===== config.mk =====
export PLATFORM = sky130hd
export DESIGN_NAME = vnorm_div_cell
export DESIGN_NICKNAME = d
export VERILOG_FILES = /design/src/hdl/vnorm_pkg.sv /design/src/hdl/vnorm_div_cell.sv
export SDC_FILE = /design/constraint.sdc
export NUM_CORES = 1
export LEC_CHECK = 0
export ABC_AREA = 1
export ABC_CLOCK_PERIOD_IN_PS = 1200
export BUFFER_PORTS_ARGS = -buffer_cell sky130_fd_sc_hd__buf_4
export CORE_MARGIN = 3
export CORE_UTILIZATION = 30
export CTS_CLUSTER_SIZE = 20
export DETAILED_ROUTE_END_ITERATION = 16
export HOLD_SLACK_MARGIN = 0.12
export PLACE_DENSITY = 0.58
export SLEW_MARGIN = 20
export SYNTH_ARGS = -nofsm -noshare
export SYNTH_HDL_FRONTEND = slang
export SYNTH_SLANG_ARGS = --single-unit

===== constraint.sdc =====
create_clock -name clk -period 1.2 [get_ports clk]
set_clock_uncertainty 0.2 [all_clocks]
set_input_delay 0.06 -clock clk [delete_from_list [all_inputs] [get_ports clk]]
set_output_delay 0.06 -clock clk [all_outputs]
set_load 0.01 [all_outputs]

===== src/hdl/vnorm_pkg.sv =====
// Package for the vector normalizer: widths and default parameters.
package vnorm_pkg;

    localparam int COMP_W_DEF = 16;
    localparam int FRAC_W_DEF = 14;
    localparam int UNIT_W     = 16;

endpackage


===== src/hdl/vnorm_div_cell.sv =====
// One quotient bit step of three parallel restoring dividers sharing the magnitude.
module vnorm_div_cell
    import vnorm_pkg::*;
#(
    parameter int RW   = 17,
    parameter int QW   = 31
)
(
    input  logic          clk,
    input  logic          rst_n,
    input  logic          in_vld,
    input  logic [RW-1:0] in_den,
    input  logic [QW-1:0] in_num [3],
    input  logic [RW-1:0] in_rem [3],
    input  logic [2:0]    in_neg,
    output logic          out_vld,
    output logic [RW-1:0] out_den,
    output logic [QW-1:0] out_num [3],
    output logic [RW-1:0] out_rem [3],
    output logic [2:0]    out_neg
);

    logic          vld_reg;
    logic [RW-1:0] den_reg;
    logic [QW-1:0] num_reg [3];
    logic [RW-1:0] rem_reg [3];
    logic [2:0]    neg_reg;
    logic [RW:0]   shl    [3];

    // shift in the next numerator bit, quotient bit replaces it at the bottom
    always_comb
    begin
        for (int i = 0; i < 3; i++)
        begin
            shl[i] = {in_rem[i], in_num[i][QW-1]};
        end
    end

    always_ff @(posedge clk or negedge rst_n)
    begin
        if (!rst_n)
        begin
            vld_reg <= 1'b0;
        end
        else
        begin
            vld_reg <= in_vld;
        end
    end

    always_ff @(posedge clk)
    begin
        den_reg <= in_den;
        neg_reg <= in_neg;
        for (int i = 0; i < 3; i++)
        begin
            if (shl[i] >= {1'b0, in_den})
            begin
                rem_reg[i] <= RW'(shl[i] - {1'b0, in_den});
                num_reg[i] <= {in_num[i][QW-2:0], 1'b1};
            end
            else
            begin
                rem_reg[i] <= shl[i][RW-1:0];
                num_reg[i] <= {in_num[i][QW-2:0], 1'b0};
            end
        end
    end

    assign out_vld = vld_reg;
    assign out_den = den_reg;
    assign out_num = num_reg;
    assign out_rem = rem_reg;
    assign out_neg = neg_reg;

endmodule


==> metrics.md <==
| Metric | Value |
|---|---|
| First-pass GRT wire length | `about 50000 um` |
| Final RePlAce weighted congestion | `0.881` |
| Area growth, synth to finish | `99.9%` |
| CTS Buf Count | `17` |
| Period minus WS final | `between 1.5 and 2 ns` |
| Pin count of the biggest net entering global routing | `19` |
| Post-Syn Area | `approximately 7600 sq um` |
| Cell count after placement | `between 1.5k and 2k` |
| Violated checks | `hold timing, setup timing` |
| All-layer global routing usage | `approximately 24%` |
| Final wirelength | `about 34000 um` |
| Largest area contributor in the netlist | `dfxtp_1` |
| Ant. Diodes | `0` |
| DR vias | `about 9k` |
| RSZ-0062 raised after global routing | `yes` |
| Starting Density | `a little over 30%` |
| Via/cell ratio | `about 4.3` |
| Layout cells sized above 1 | `roughly 37%` |
| Dpl cell area | `~11000 sq um` |
| Root Driver | `clkbuf_16` |
| Max Slew Vio Count | `0` |
| Relative slew slack | `~80%` |
| CP required | `roughly 1.3 ns` |
| TNS Setup | `-18.02 ns` |
| Post-route cell area | `roughly 15000 sq um` |
| Final setup violating endpoints | `between 60 and 70` |
| Std-Cell Rows | `57` |
| Vias in the first global route | `9162` |
| DIE WIDTH | `~160 um` |
| WHS | `-0.473 ns` |
| Crit path launch type | `input pin` |
| Fin. Hold Viols | `40` |
| Fin cells | `2074` |
| Max frequency | `626 MHz` |
| Post-Syn Area per Cell | `7.47 sq um` |
| Sequential-to-total area share from yosys stat | `between 40 and 50%` |
| Synth Net Count | `between 1k and 1.5k` |
| DRT antenna net count | `0` |
| Cell variety after synth | `34` |
| Pwr dens | `about 1100 nW/um^2` |
| Final core utilization | `between 60% and 70%` |
| Max-cap violations | `0` |
| Period utilization | `133%` |
| # nets final | `roughly 2.0k` |
| Final worst slack | `-0.397 ns` |
| CP Capture Type | `flop` |
| Status | `complete, but fails checks` |
| Pleak | `about 8.0 nW` |
| YS warnings | `0` |
| Clk slew on worst S/H paths | `roughly 0.080 ns` |
| Overflow after GRT | `0` |
| Critical Path Fanout Max | `8` |
| Die H | `165 um` |
| Hold Crit Class | `input pin to flop` |
| Initial DRC Count | `between 300 and 400` |
| Clock Tree Buf Depth | `2` |
| Largest cells by area after synthesis | `dfxtp_1 43%, nand2_1 18%, ha_1 8.4%` |
| Yosys top cell area share | `a little over two fifths` |
| CTS tree | `yes` |
| I/O Buffers | `~330` |
| Max H-tree Level | `4` |
| Clock tree sinks | `approximately 170` |
| I/O Pins | `~330` |
| Die area | `roughly 27000 sq um` |
| Worst VDD drop | `0.000739 V` |
| Yosys reg bits | `165` |
| Crit path kind | `input pin to flop` |
| DR pass1 iterations | `5` |
| Antenna violations before repair | `0` |
| Critical path arrival | `~1.7 ns` |
| Slew @ Worst Pin | `0.306 ns` |
| CORE AREA | `roughly 25000 sq um` |
| Wirelength per Cell | `16.5 um` |
| DP Wirelength | `between 20000 and 25000 um` |
| Syn Inst Count | `1012` |
| Remaining DRCs | `0` |
registers in the layout (all words and copies together) (netlist names):
name / flops
out_den: 17
out_neg: 3
out_num: 93
out_rem: 51
out_vld: 1
cell families after synthesis:
family | share of synthesized area (%)
AO/OA/AOI/OAI | 2.27
buffers and inverters | 9.68
XOR/XNOR | 2.43
adder cells (fa/ha/maj) | 9.23
flip-flops | 43.8
AND/OR/NAND/NOR | 32.6
report_power, final:
| group | switching [mW] | internal, mW | total [mW] | leakage [nW] |
|---|---|---|---|---|
| Combinational | 2.58 | 2.89 | 5.47 | 6.30 |
| Sequential | 0.189 | 6.02 | 6.21 | 1.40 |
| Clock | 2.70 | 2.79 | 5.50 | 0.279 |
worst paths after layout:
check,depth (start not counted),startpoint,to
setup / recovery,12,in_den[12],out_rem[21]
hold / removal,1,in_den[1],out_den[1]
max in group asynchronous,3,rst_n,out_vld
min in group asynchronous,3,rst_n,out_vld
Yosys cell counts:
| master | n |
|---|---|
| nand2_1 | 370 |
| inv_1 | 170 |
| dfxtp_1 | 164 |
| nand3_1 | 92 |
| ha_1 | 51 |
| nor2_1 | 33 |
| nand2_2 | 30 |
| a21oi_1 | 25 |
| xor2_1 | 19 |
| nor2_2 | 7 |
| nand4_1 | 5 |
| nor3_1 | 5 |
| buf_4 | 4 |
| nand2_4 | 4 |
| and2_1 | 3 |
| fa_1 | 3 |
| inv_2 | 3 |
| a21oi_2 | 2 |
| and3_1 | 2 |
| buf_2 | 2 |
| buf_6 | 2 |
| nor4_4 | 2 |
| or2_1 | 2 |
| xnor2_1 | 2 |
| buf_12 | 1 |
| dfrtp_1 | 1 |
| nand2_8 | 1 |
| nand3b_1 | 1 |
| nor2_4 | 1 |
| nor2_8 | 1 |
| nor3_4 | 1 |
| o21a_1 | 1 |
| o21ai_1 | 1 |
| o21ai_4 | 1 |
critical path: stages:
cell	delay [ns]
buf_4	0.10
clkinvlp_4	0.22
ha_4	0.35
nand2_1	0.07
nor2_1	0.19
nand2_2	0.10
nor2_4	0.12
nor3_4	0.05
buf_4	0.15
buf_4	0.17
nand3_1	0.07
nand2_1	0.05
what timing repair did:
item                                   CTS  global route
cloned                                   1             0
hold buffers                           235             8
setup buffers                           13             3
pin swaps                               22             4
setup endpoints to repair               59            79
endpoints found under the hold margin  166            48
resized for setup                       61            44
cell usage in the layout (no fill, tap or decap), types with 19 or more instances in the layout:
| master | instances |
|---|---|
| a21oi_1 | 24 |
| buf_4 | 458 |
| dfxtp_1 | 155 |
| dlygate4sd3_1 | 228 |
| ha_1 | 22 |
| ha_4 | 29 |
| inv_1 | 155 |
| nand2_1 | 356 |
| nand2_2 | 41 |
| nand3_1 | 89 |
| nor2_1 | 28 |
| xor2_1 | 19 |
routing by layer:
metal / wire (um) / up-vias / GRT usage (%)
met3: 1800 / 46 / 4.11
met1: 13600 / 4089 / 27.6
met5: 0 / - / 0
met2: 17700 / 253 / 45.2
met4: 1110 / 0 / 9.26
li1: - / 4544 / -
area by class of cell:
| type | instances | area (sq um) |
|---|---|---|
| multi-input combinational | 666 | 4010 |
| clock inverter | 14 | 158 |
| sequential | 165 | 3320 |
| fill | 2099 | 9420 |
| tap | 324 | 405 |
| clock buffer | 18 | 429 |
| timing repair buffer | 714 | 6100 |
| inverter | 173 | 683 |
metrics by stage:
step	hold slack, ns	setup slack [ns]	power [mW]
2_1_floorplan	-0.436	-0.562	8.36
3_3_place_gp	-0.365	-0.805	10.7
3_5_place_dp	-0.364	-0.843	10.8
4_1_cts	-0.497	-0.315	17.1
5_1_grt	-0.491	-0.450	18.0
6_report	-0.473	-0.397	17.2
Note: power is estimated with default switching activity, not from simulation.
