### config.mk
export PLATFORM = sky130hd
export DESIGN_NAME = vnorm_sqrt_cell
export DESIGN_NICKNAME = d
export VERILOG_FILES = /design/src/hdl/vnorm_pkg.sv /design/src/hdl/vnorm_sqrt_cell.sv
export SDC_FILE = /design/constraint.sdc
export NUM_CORES = 1
export LEC_CHECK = 0
export BUFFER_PORTS_ARGS = -buffer_cell sky130_fd_sc_hd__buf_2
export CAP_MARGIN = 20
export CELL_PAD_IN_SITES_DETAIL_PLACEMENT = 1
export CELL_PAD_IN_SITES_GLOBAL_PLACEMENT = 2
export CORE_ASPECT_RATIO = 2
export CORE_UTILIZATION = 23
export CTS_BUF_LIST = sky130_fd_sc_hd__clkbuf_2 sky130_fd_sc_hd__clkbuf_4 sky130_fd_sc_hd__clkbuf_8
export DETAILED_ROUTE_END_ITERATION = 16
export PLACE_DENSITY = 0.82
export SLEW_MARGIN = 10
export SYNTH_ARGS = -nofsm -noshare
export SYNTH_HDL_FRONTEND = slang
export SYNTH_SLANG_ARGS = --single-unit
### constraint.sdc
create_clock -name clk -period 0.8 [get_ports clk]
set_clock_uncertainty 0.2 [all_clocks]
set_input_delay 0.04 -clock clk [delete_from_list [all_inputs] [get_ports clk]]
set_output_delay 0.04 -clock clk [all_outputs]
set_load 0.02 [all_outputs]
### src/hdl/vnorm_pkg.sv
// Package for the vector normalizer: widths and default parameters.
package vnorm_pkg;

    localparam int COMP_W_DEF = 16;
    localparam int FRAC_W_DEF = 14;
    localparam int UNIT_W     = 16;

endpackage

### src/hdl/vnorm_sqrt_cell.sv
// One digit step of the pipelined restoring integer square root.
module vnorm_sqrt_cell
    import vnorm_pkg::*;
#(
    parameter int SW   = 34,
    parameter int RW   = 17,
    parameter int STEP = 0,
    parameter int AW   = 16
)
(
    input  logic          clk,
    input  logic          rst_n,
    input  logic          in_vld,
    input  logic [SW-1:0] in_rem,
    input  logic [RW-1:0] in_root,
    input  logic [AW-1:0] in_ax,
    input  logic [AW-1:0] in_ay,
    input  logic [AW-1:0] in_az,
    input  logic [2:0]    in_neg,
    output logic          out_vld,
    output logic [SW-1:0] out_rem,
    output logic [RW-1:0] out_root,
    output logic [AW-1:0] out_ax,
    output logic [AW-1:0] out_ay,
    output logic [AW-1:0] out_az,
    output logic [2:0]    out_neg
);

    // bit position of the root digit decided in this cell
    localparam int BP = RW - 1 - STEP;

    logic [SW+1:0] trial;
    logic [SW+1:0] rem_ext;
    logic          vld_reg;
    logic [SW-1:0] rem_reg;
    logic [RW-1:0] root_reg;
    logic [AW-1:0] ax_reg, ay_reg, az_reg;
    logic [2:0]    neg_reg;

    // trial subtrahend (2*root + 2^bp) * 2^bp with root bits above bp only
    always_comb
    begin
        trial   = ({2'b0, {(SW-RW){1'b0}}, in_root} << (BP + 1))
                  | ({{(SW+1){1'b0}}, 1'b1} << (2 * BP));
        rem_ext = {2'b0, in_rem};
    end

    always_ff @(posedge clk or negedge rst_n)
    begin
        if (!rst_n)
        begin
            vld_reg <= 1'b0;
        end
        else
        begin
            vld_reg <= in_vld;
        end
    end

    always_ff @(posedge clk)
    begin
        if (rem_ext >= trial)
        begin
            rem_reg  <= SW'(rem_ext - trial);
            root_reg <= in_root | (RW'(1) << BP);
        end
        else
        begin
            rem_reg  <= in_rem;
            root_reg <= in_root;
        end
        ax_reg  <= in_ax;
        ay_reg  <= in_ay;
        az_reg  <= in_az;
        neg_reg <= in_neg;
    end

    assign out_vld  = vld_reg;
    assign out_rem  = rem_reg;
    assign out_root = root_reg;
    assign out_ax   = ax_reg;
    assign out_ay   = ay_reg;
    assign out_az   = az_reg;
    assign out_neg  = neg_reg;

endmodule

==> results.py, run 1 <==
metrics = {
    "logic_synthesis": {
        "synth_top_family_by_area": "compound AO/OA/AOI/OAI gates",
        "synth_fa_ha_area_frac": 0.0658,
        "synth_area_mm2": 0.00335,
        "synth_cells": 273,
        "synthMuxAreaShare": 0.0606,
        "mappedNetlistNets": 395,
        "yosys.area_share.simple": 0.0901,
        "synth_flop_cell": "dfxtp_1",
        "synth_compound_area_frac": 0.103,
        "synth_edf_count": 0,
        "synth-xor-area-share": 0.0288,
        "ys_seq_area_frac": 0.618,
        "synth_seq_cells": 103,
        "synth.avg_cell_area_um2": 12.3,
        "yosysWarningCount": 0,
        "asyncSetResetFlopFracSynth": 0.00971,
        "ys_types": 48,
    },
    "power_and_ir_drop": {
        "powerDensity_mw_per_mm2": 1830,
        "max-vdd-ir-drop_uv": 1110,
        "pwr-share-seq": 0.436,
        "p_leak_nw": 3.36,
        "intPower_mw": 9.40,
        "power_mw": 13.2,
        "p_sw_frac": 0.287,
        "p_sw_mw": 3.79,
        "p_clk_frac": 0.286,
        "comb_power_share": 0.278,
    },
    "worst_setup_path": {
        "crit_type": "in -> reg",
        "crit_path_start_kind": "input port",
        "cp_data_required_time_ps": 880,
        "cp_max_fo": 4,
        "cp.arrival_ps": 1950,
        "path_cells": "buf_8 -> inv_4 -> ha_4 -> buf_4 -> nor2b_1 -> o2111ai_1 -> nand3_2 -> a211o_1 -> xor2_1 -> mux2_4",
        "endpoint_kind": "flop",
        "crit_path_max_incr_delay_ps": 320,
        "cp_slowest_cell": "a211o_1",
    },
    "sta": {
        "final_max_slew_viol_count": 0,
        "period_needed_ps": 1870,
        "clock.fmax_mhz": 534,
        "setup_violations": 121,
        "setup_ws_ps": -1070,
        "max_slew_margin": 0.750,
        "rsz0062_at_grt": "true",
        "worst_hold_slack_ps": -359,
        "fin_crit_sh": 2.34,
        "hold_viol_final": 19,
        "tightest_slew_ps": 375,
    },
    "placement": {
        "io_buffer_count": 207,
        "postPlaceCellArea_mm2": 0.00518,
        "dp.cells": 728,
        "hpwl_mm": 9.59,
        "gp_congestion": 0.829,
    },
    "die": {
        "die_h_um": 173,
        "initial_core_util": 0.234,
        "core_area_mm2": 0.0143,
        "pin_count": 208,
        "rows": 62,
        "fp.dieW_um": 87.3,
        "dieArea_mm2": 0.0151,
    },
    "hold_path": {
        "min_path_type": "in -> reg",
        "hold_depth": 1,
    },
    "clock_network": {
        "cts_tree": "done",
        "cts_buffer_depth": 2,
        "clk_pin_slew_worst_paths_ps": 110,
        "root_buffer": "clkbuf_8",
        "cts-htree-levels": 3,
        "cts_sinks": 103,
        "cts_buffers": 9,
    },
    "layout": {
        "syn2layout_area_growth_pct": 116,
        "layout_commonest_cell": "buf_6",
        "stdcell_count": 833,
        "nets": 757,
        "layout_common_cells": "buf_6, buf_2, dfxtp_2",
        "fin_util": 0.506,
        "drive_above_1_share": 0.681,
        "nFillCells": 1570,
        "stdcell_area_mm2": 0.00722,
    },
    "route": {
        "avgViaCountPerCell": 4.24,
        "drt_iter0_drc": 48,
        "detail_route.first_pass.iterations": 4,
        "drt_wl_total_mm": 15.1,
        "wl_per_cell_um": 18.1,
        "drc": 0,
        "ant_nets": 0,
        "vias": 3532,
    },
    "global_routing": {
        "met1_usage": 0.172,
        "antenna_found_initial": 1,
        "grt_max_degree": 19,
        "grt_pass1_wl_mm": 22.3,
        "grt_pass1_vias": 4155,
        "grt-ovfl-total": 0,
        "grt_usage": 0.203,
        "grt_use_met2": 0.416,
        "grt_use_met3": 0.0387,
        "grt_busiest_layer": "met2",
    },
    "status": {
        "violations": "hold timing, setup timing",
        "status": "finished with violations",
    },
    "flow_run": {
        "cap_viol_max_count": 0,
    },
}
[synth_stat cells, types with 2 or more instances]
cell	n	share of area
a2bb2oi_1	2	0.0052
a211oi_1	2	0.0045
a31oi_1	3	0.0056
o21a_1	3	0.0067
nand3_1	3	0.0045
nor2_1	15	0.017
a21oi_1	8	0.012
buf_6	3	0.010
xnor2_1	8	0.021
dfxtp_1	102	0.61
ha_1	16	0.060
nor4_1	3	0.0056
o2111ai_1	2	0.0052
nand2_1	11	0.012
a21o_1	4	0.0090
nor3_1	6	0.0090
nand3b_1	2	0.0045
mux2_4	7	0.031
clkbuf_1	2	0.0022
or4_1	4	0.0090
o21ai_0	4	0.0060
o211ai_1	3	0.0067
inv_1	18	0.020
nor2b_1	4	0.0075
o21ai_2	2	0.0052
and3_1	2	0.0037
mux2_2	6	0.020
xor2_1	3	0.0079
mux2i_1	3	0.0090
a21boi_0	2	0.0045
nand4_1	3	0.0056
[metrics by stage]
step	worst slack (ps)	hold slack [ps]	TNS, ps
4_1_cts	-1040	-395	-47990
5_1_grt	-1130	-384	-50660
3_5_place_dp	-1720	-381	-29420
2_1_floorplan	-1270	-456	-20810
6_report	-1070	-359	-46810
3_3_place_gp	-1690	-383	-28840
[worst paths after layout]
check | end | start
setup / recovery | out_rem[29]$_DFF_P_ | in_root[2]
hold / removal | out_root[0]$_DFF_P_ | in_root[0]
max in group asynchronous | out_vld$_DFF_PN0_ | rst_n
min in group asynchronous | out_vld$_DFF_PN0_ | rst_n
[critical path, delay by kind of cell]
family | cells | cell delay [ps]
xor+xnor | 1 | 140
mux | 1 | 250
compound gates | 2 | 620
buf+inv | 3 | 320
fa+ha+maj | 1 | 200
simple gates | 2 | 380
[cells by family after synthesis]
| logic type | count (synthesis) |
|---|---|
| fa+ha+maj | 17 |
| flops | 103 |
| xor+xnor | 11 |
| simple gates | 57 |
| mux | 16 |
| buf+inv | 24 |
| compound gates | 45 |
[flip-flops by register name, summed over array words and instances (netlist names)]
| signal | cells |
|---|---|
| out_rem | 34 |
| out_root | 17 |
| out_ax | 16 |
| out_ay | 16 |
| out_az | 16 |
| out_neg | 3 |
| out_vld | 1 |
[area by class of cell]
| class | count | area (um2) | share of cell area |
|---|---|---|---|
| Timing Repair Buffer | 357 | 3080 | 0.427 |
| Multi-Input combinational cell | 146 | 1370 | 0.190 |
| Clock inverter | 7 | 103 | 0.0142 |
| Clock buffer | 9 | 124 | 0.0172 |
| Tap cell | 192 | 240 | 0.0333 |
| Antenna cell | 1 | 2.50 | 0.000347 |
| Sequential cell | 103 | 2190 | 0.304 |
| Inverter | 18 | 103 | 0.0142 |
[routing by layer]
metal,share of wire,vias up
li1,-,1667
met1,0.31,1676
met2,0.60,154
met3,0.051,35
met4,0.040,0
met5,0,-
[power by group through the flow]
stage	combinational [mW]	sequential, mW	clock [mW]
final	3.66	5.76	3.77
after global routing	3.88	5.79	4.05
after CTS	3.56	5.74	3.82
after detailed placement	2.70	5.70	0
after global placement	2.63	5.69	0
after floorplan	0.922	6.17	0
[what timing repair did]
| action | 4_1_cts | 5_1_grt |
|---|---|---|
| gates resized for setup | 337 | 8 |
| pin swaps | 10 | 3 |
| endpoints found under the setup margin | 121 | 122 |
| gates cloned | 0 | 0 |
| buffers inserted | 2 | 1 |
| hold buffers | 86 | 1 |
| endpoints found under the hold margin | 104 | 20 |
No activity file was read; power rests on OpenSTA's default activity.
==> inputs of run 2 (changes only) <==
--- a/config.mk
+++ b/config.mk
@@ -10,11 +10,10 @@
 export CELL_PAD_IN_SITES_DETAIL_PLACEMENT = 1
 export CELL_PAD_IN_SITES_GLOBAL_PLACEMENT = 2
 export CORE_ASPECT_RATIO = 2
-export CORE_UTILIZATION = 23
+export CORE_UTILIZATION = 27
 export CTS_BUF_LIST = sky130_fd_sc_hd__clkbuf_2 sky130_fd_sc_hd__clkbuf_4 sky130_fd_sc_hd__clkbuf_8
 export DETAILED_ROUTE_END_ITERATION = 16
-export PLACE_DENSITY = 0.82
-export SLEW_MARGIN = 10
+export PLACE_DENSITY = 0.9
 export SYNTH_ARGS = -nofsm -noshare
 export SYNTH_HDL_FRONTEND = slang
 export SYNTH_SLANG_ARGS = --single-unit
==> constraint.sdc (replaced) <==
create_clock -name clk -period 2.2 [get_ports clk]
set_clock_uncertainty 0.2 [all_clocks]
set_input_delay 0.11 -clock clk [delete_from_list [all_inputs] [get_ports clk]]
set_output_delay 0.11 -clock clk [all_outputs]
set_load 0.02 [all_outputs]
==> run 2 against run 1 <==
  * The run now ends clean
  * Sequential power down 65%
  * Worst hold slack better by 510 ps
  * Total power down 67%
  * Core utilization up 1.1 points
  * Cell count down 3.8%
  * Clock power down 67%
  * Design area down 13%
  * Die area down 15%
  * Global-route usage up 2.7 points
  * Via count up 0.74%
  * Critical path type unchanged
  * Critical endpoint unchanged
==> results.py, run 2 (same netlist as run 1, synthesis figures left out) <==
metrics = {
    "route": {
        "wl_per_cell_um": 18.2,
        "drc": 0,
        "ant_nets": 0,
        "drt_wl_total_mm": 14.6,
        "avgViaCountPerCell": 4.44,
        "vias": 3558,
        "drt_iter0_drc": 91,
        "detail_route.first_pass.iterations": 4,
    },
    "worst_setup_path": {
        "cp.arrival_ps": 2150,
        "crit_type": "in -> reg",
        "crit_start": "in_rem[32]",
        "crit_path_start_kind": "input port",
        "cp_max_fo": 4,
        "endpoint_kind": "flop",
        "cp_data_required_time_ps": 2260,
    },
    "sta": {
        "setup_violations": 0,
        "clock.fmax_mhz": 480,
        "rsz0062_at_grt": "false",
        "fin_crit_sh": 0.947,
        "final_max_slew_viol_count": 0,
        "setup_tns_ps": 0,
        "tightest_slew_ps": 519,
        "period_needed_ps": 2080,
        "max_slew_margin": 0.651,
        "hold_viol_final": 0,
        "worst_hold_slack_ps": 152,
    },
    "flow_run": {
        "cap_viol_max_count": 0,
    },
    "hold_path": {
        "hold_depth": 2,
        "hold_start": "in_ay[4]",
        "min_path_type": "in -> reg",
        "worstHoldEndpoint": "out_ay[4]$_DFF_P_",
    },
    "die": {
        "rows": 57,
        "die_h_um": 159,
        "pin_count": 208,
        "fp.dieW_um": 80.7,
        "initial_core_util": 0.276,
        "core_area_mm2": 0.0121,
        "dieArea_mm2": 0.0129,
    },
    "layout": {
        "nFillCells": 1400,
        "layout_common_cells": "buf_2, dlygate4sd3_1, dfxtp_1",
        "nets": 771,
        "syn2layout_area_growth_pct": 87.2,
        "stdcell_count": 801,
        "antennaDiodeCount": 0,
        "drive_above_1_share": 0.462,
        "largest_reg_flops": 34,
        "layout_commonest_cell": "buf_2",
    },
    "global_routing": {
        "grt_pass1_wl_mm": 21.7,
        "grt-ovfl-total": 0,
        "grt_pass1_vias": 4110,
        "antenna_found_initial": 0,
        "grt_max_degree": 22,
        "grt_usage": 0.230,
    },
    "clock_network": {
        "clk_pin_slew_worst_paths_ps": 140,
        "cts-htree-levels": 3,
        "cts_tree": "done",
        "postCtsSetupBuffers": 0,
        "cts_buffer_depth": 2,
        "cts_buffers": 9,
        "cts_sinks": 103,
        "root_buffer": "clkbuf_8",
    },
    "placement": {
        "dp.cells": 678,
        "io_buffer_count": 207,
        "hpwl_mm": 9.07,
        "gp_congestion": 0.811,
    },
    "power_and_ir_drop": {
        "powerDensity_mw_per_mm2": 699,
        "max-vdd-ir-drop_uv": 493,
        "p_leak_nw": 3.11,
        "power_mw": 4.38,
    },
    "status": {
        "status": "finished clean",
    },
}
run 2: changes by cell type in the layout (fill, tap and decap cells not counted), moves of 5 or more:
cell	delta
mux2_2	+6
buf_6	-108
mux2_4	-6
inv_1	+6
dfxtp_1	+101
dlygate4sd3_1	+21
buf_2	+106
ha_1	+6
dfxtp_2	-101
ha_4	-5
run 2: worst max-delay path by stage:
stage	depth (start not counted)	slack, ps	endpoint
3_5_place_dp	10	-330	out_rem[27]$_DFF_P_
6_report	10	120	out_rem[29]$_DFF_P_
2_1_floorplan	10	0.6	out_rem[24]$_DFF_P_
3_3_place_gp	10	-320	out_rem[26]$_DFF_P_
5_1_grt	10	8	out_rem[30]$_DFF_P_
4_1_cts	10	70	out_rem[29]$_DFF_P_
run 2: final cells by class:
class                   instances  area (um2)  share of cell area
repair buffers                371        2550               0.407
well taps                     147         184              0.0294
clock buffers                   9         124              0.0198
inverters                      18        67.6              0.0108
clock inverters                 7        86.3              0.0138
flip-flops and latches        103        2070               0.330
multi-input cells             146        1190               0.190
run 2: through the flow:
| stage | worst slack (ps) | util | instance area, um2 |
|---|---|---|---|
| after floorplan | 0.589 | - | 3360 |
| after global placement | -317 | 0.410 | 4970 |
| after detailed placement | -329 | 0.410 | 4970 |
| after CTS | 72.0 | 0.516 | 6250 |
| after global routing | 8.38 | 0.517 | 6270 |
| final | 116 | 0.517 | 6270 |
run 2: worst max-delay path, stage by stage:
cell,delay (ps)
dlygate4sd3_1,540
buf_2,140
nand2_1,80
nor3_1,60
buf_4,130
and3_1,170
a311oi_4,320
nand2_4,100
buf_4,180
mux2_4,300
run 2: what timing repair did:
action,in CTS,in global routing
resized for setup,0,3
hold buffers,107,0
endpoints found under the setup margin,0,16
endpoints found under the hold margin,104,0
run 2: report_power, final:
| part | internal, mW | leakage (nW) | switching (mW) | total (mW) |
|---|---|---|---|---|
| sequential | 2.00 | 0.872 | 0.0391 | 2.04 |
| clock | 0.457 | 0.104 | 0.773 | 1.23 |
| combinational | 0.552 | 2.13 | 0.563 | 1.12 |
| total | 3.01 | 3.11 | 1.37 | 4.38 |
run 2: routing by layer:
layer / wire length (um) / vias to the layer above / part of all wire / track usage
li1: - / 1698 / - / -
met1: 4610 / 1701 / 0.32 / 0.189
met2: 8840 / 133 / 0.61 / 0.488
met3: 703 / 26 / 0.048 / 0.0424
met4: 443 / 0 / 0.030 / 0.0933
met5: 0 / - / 0 / 0
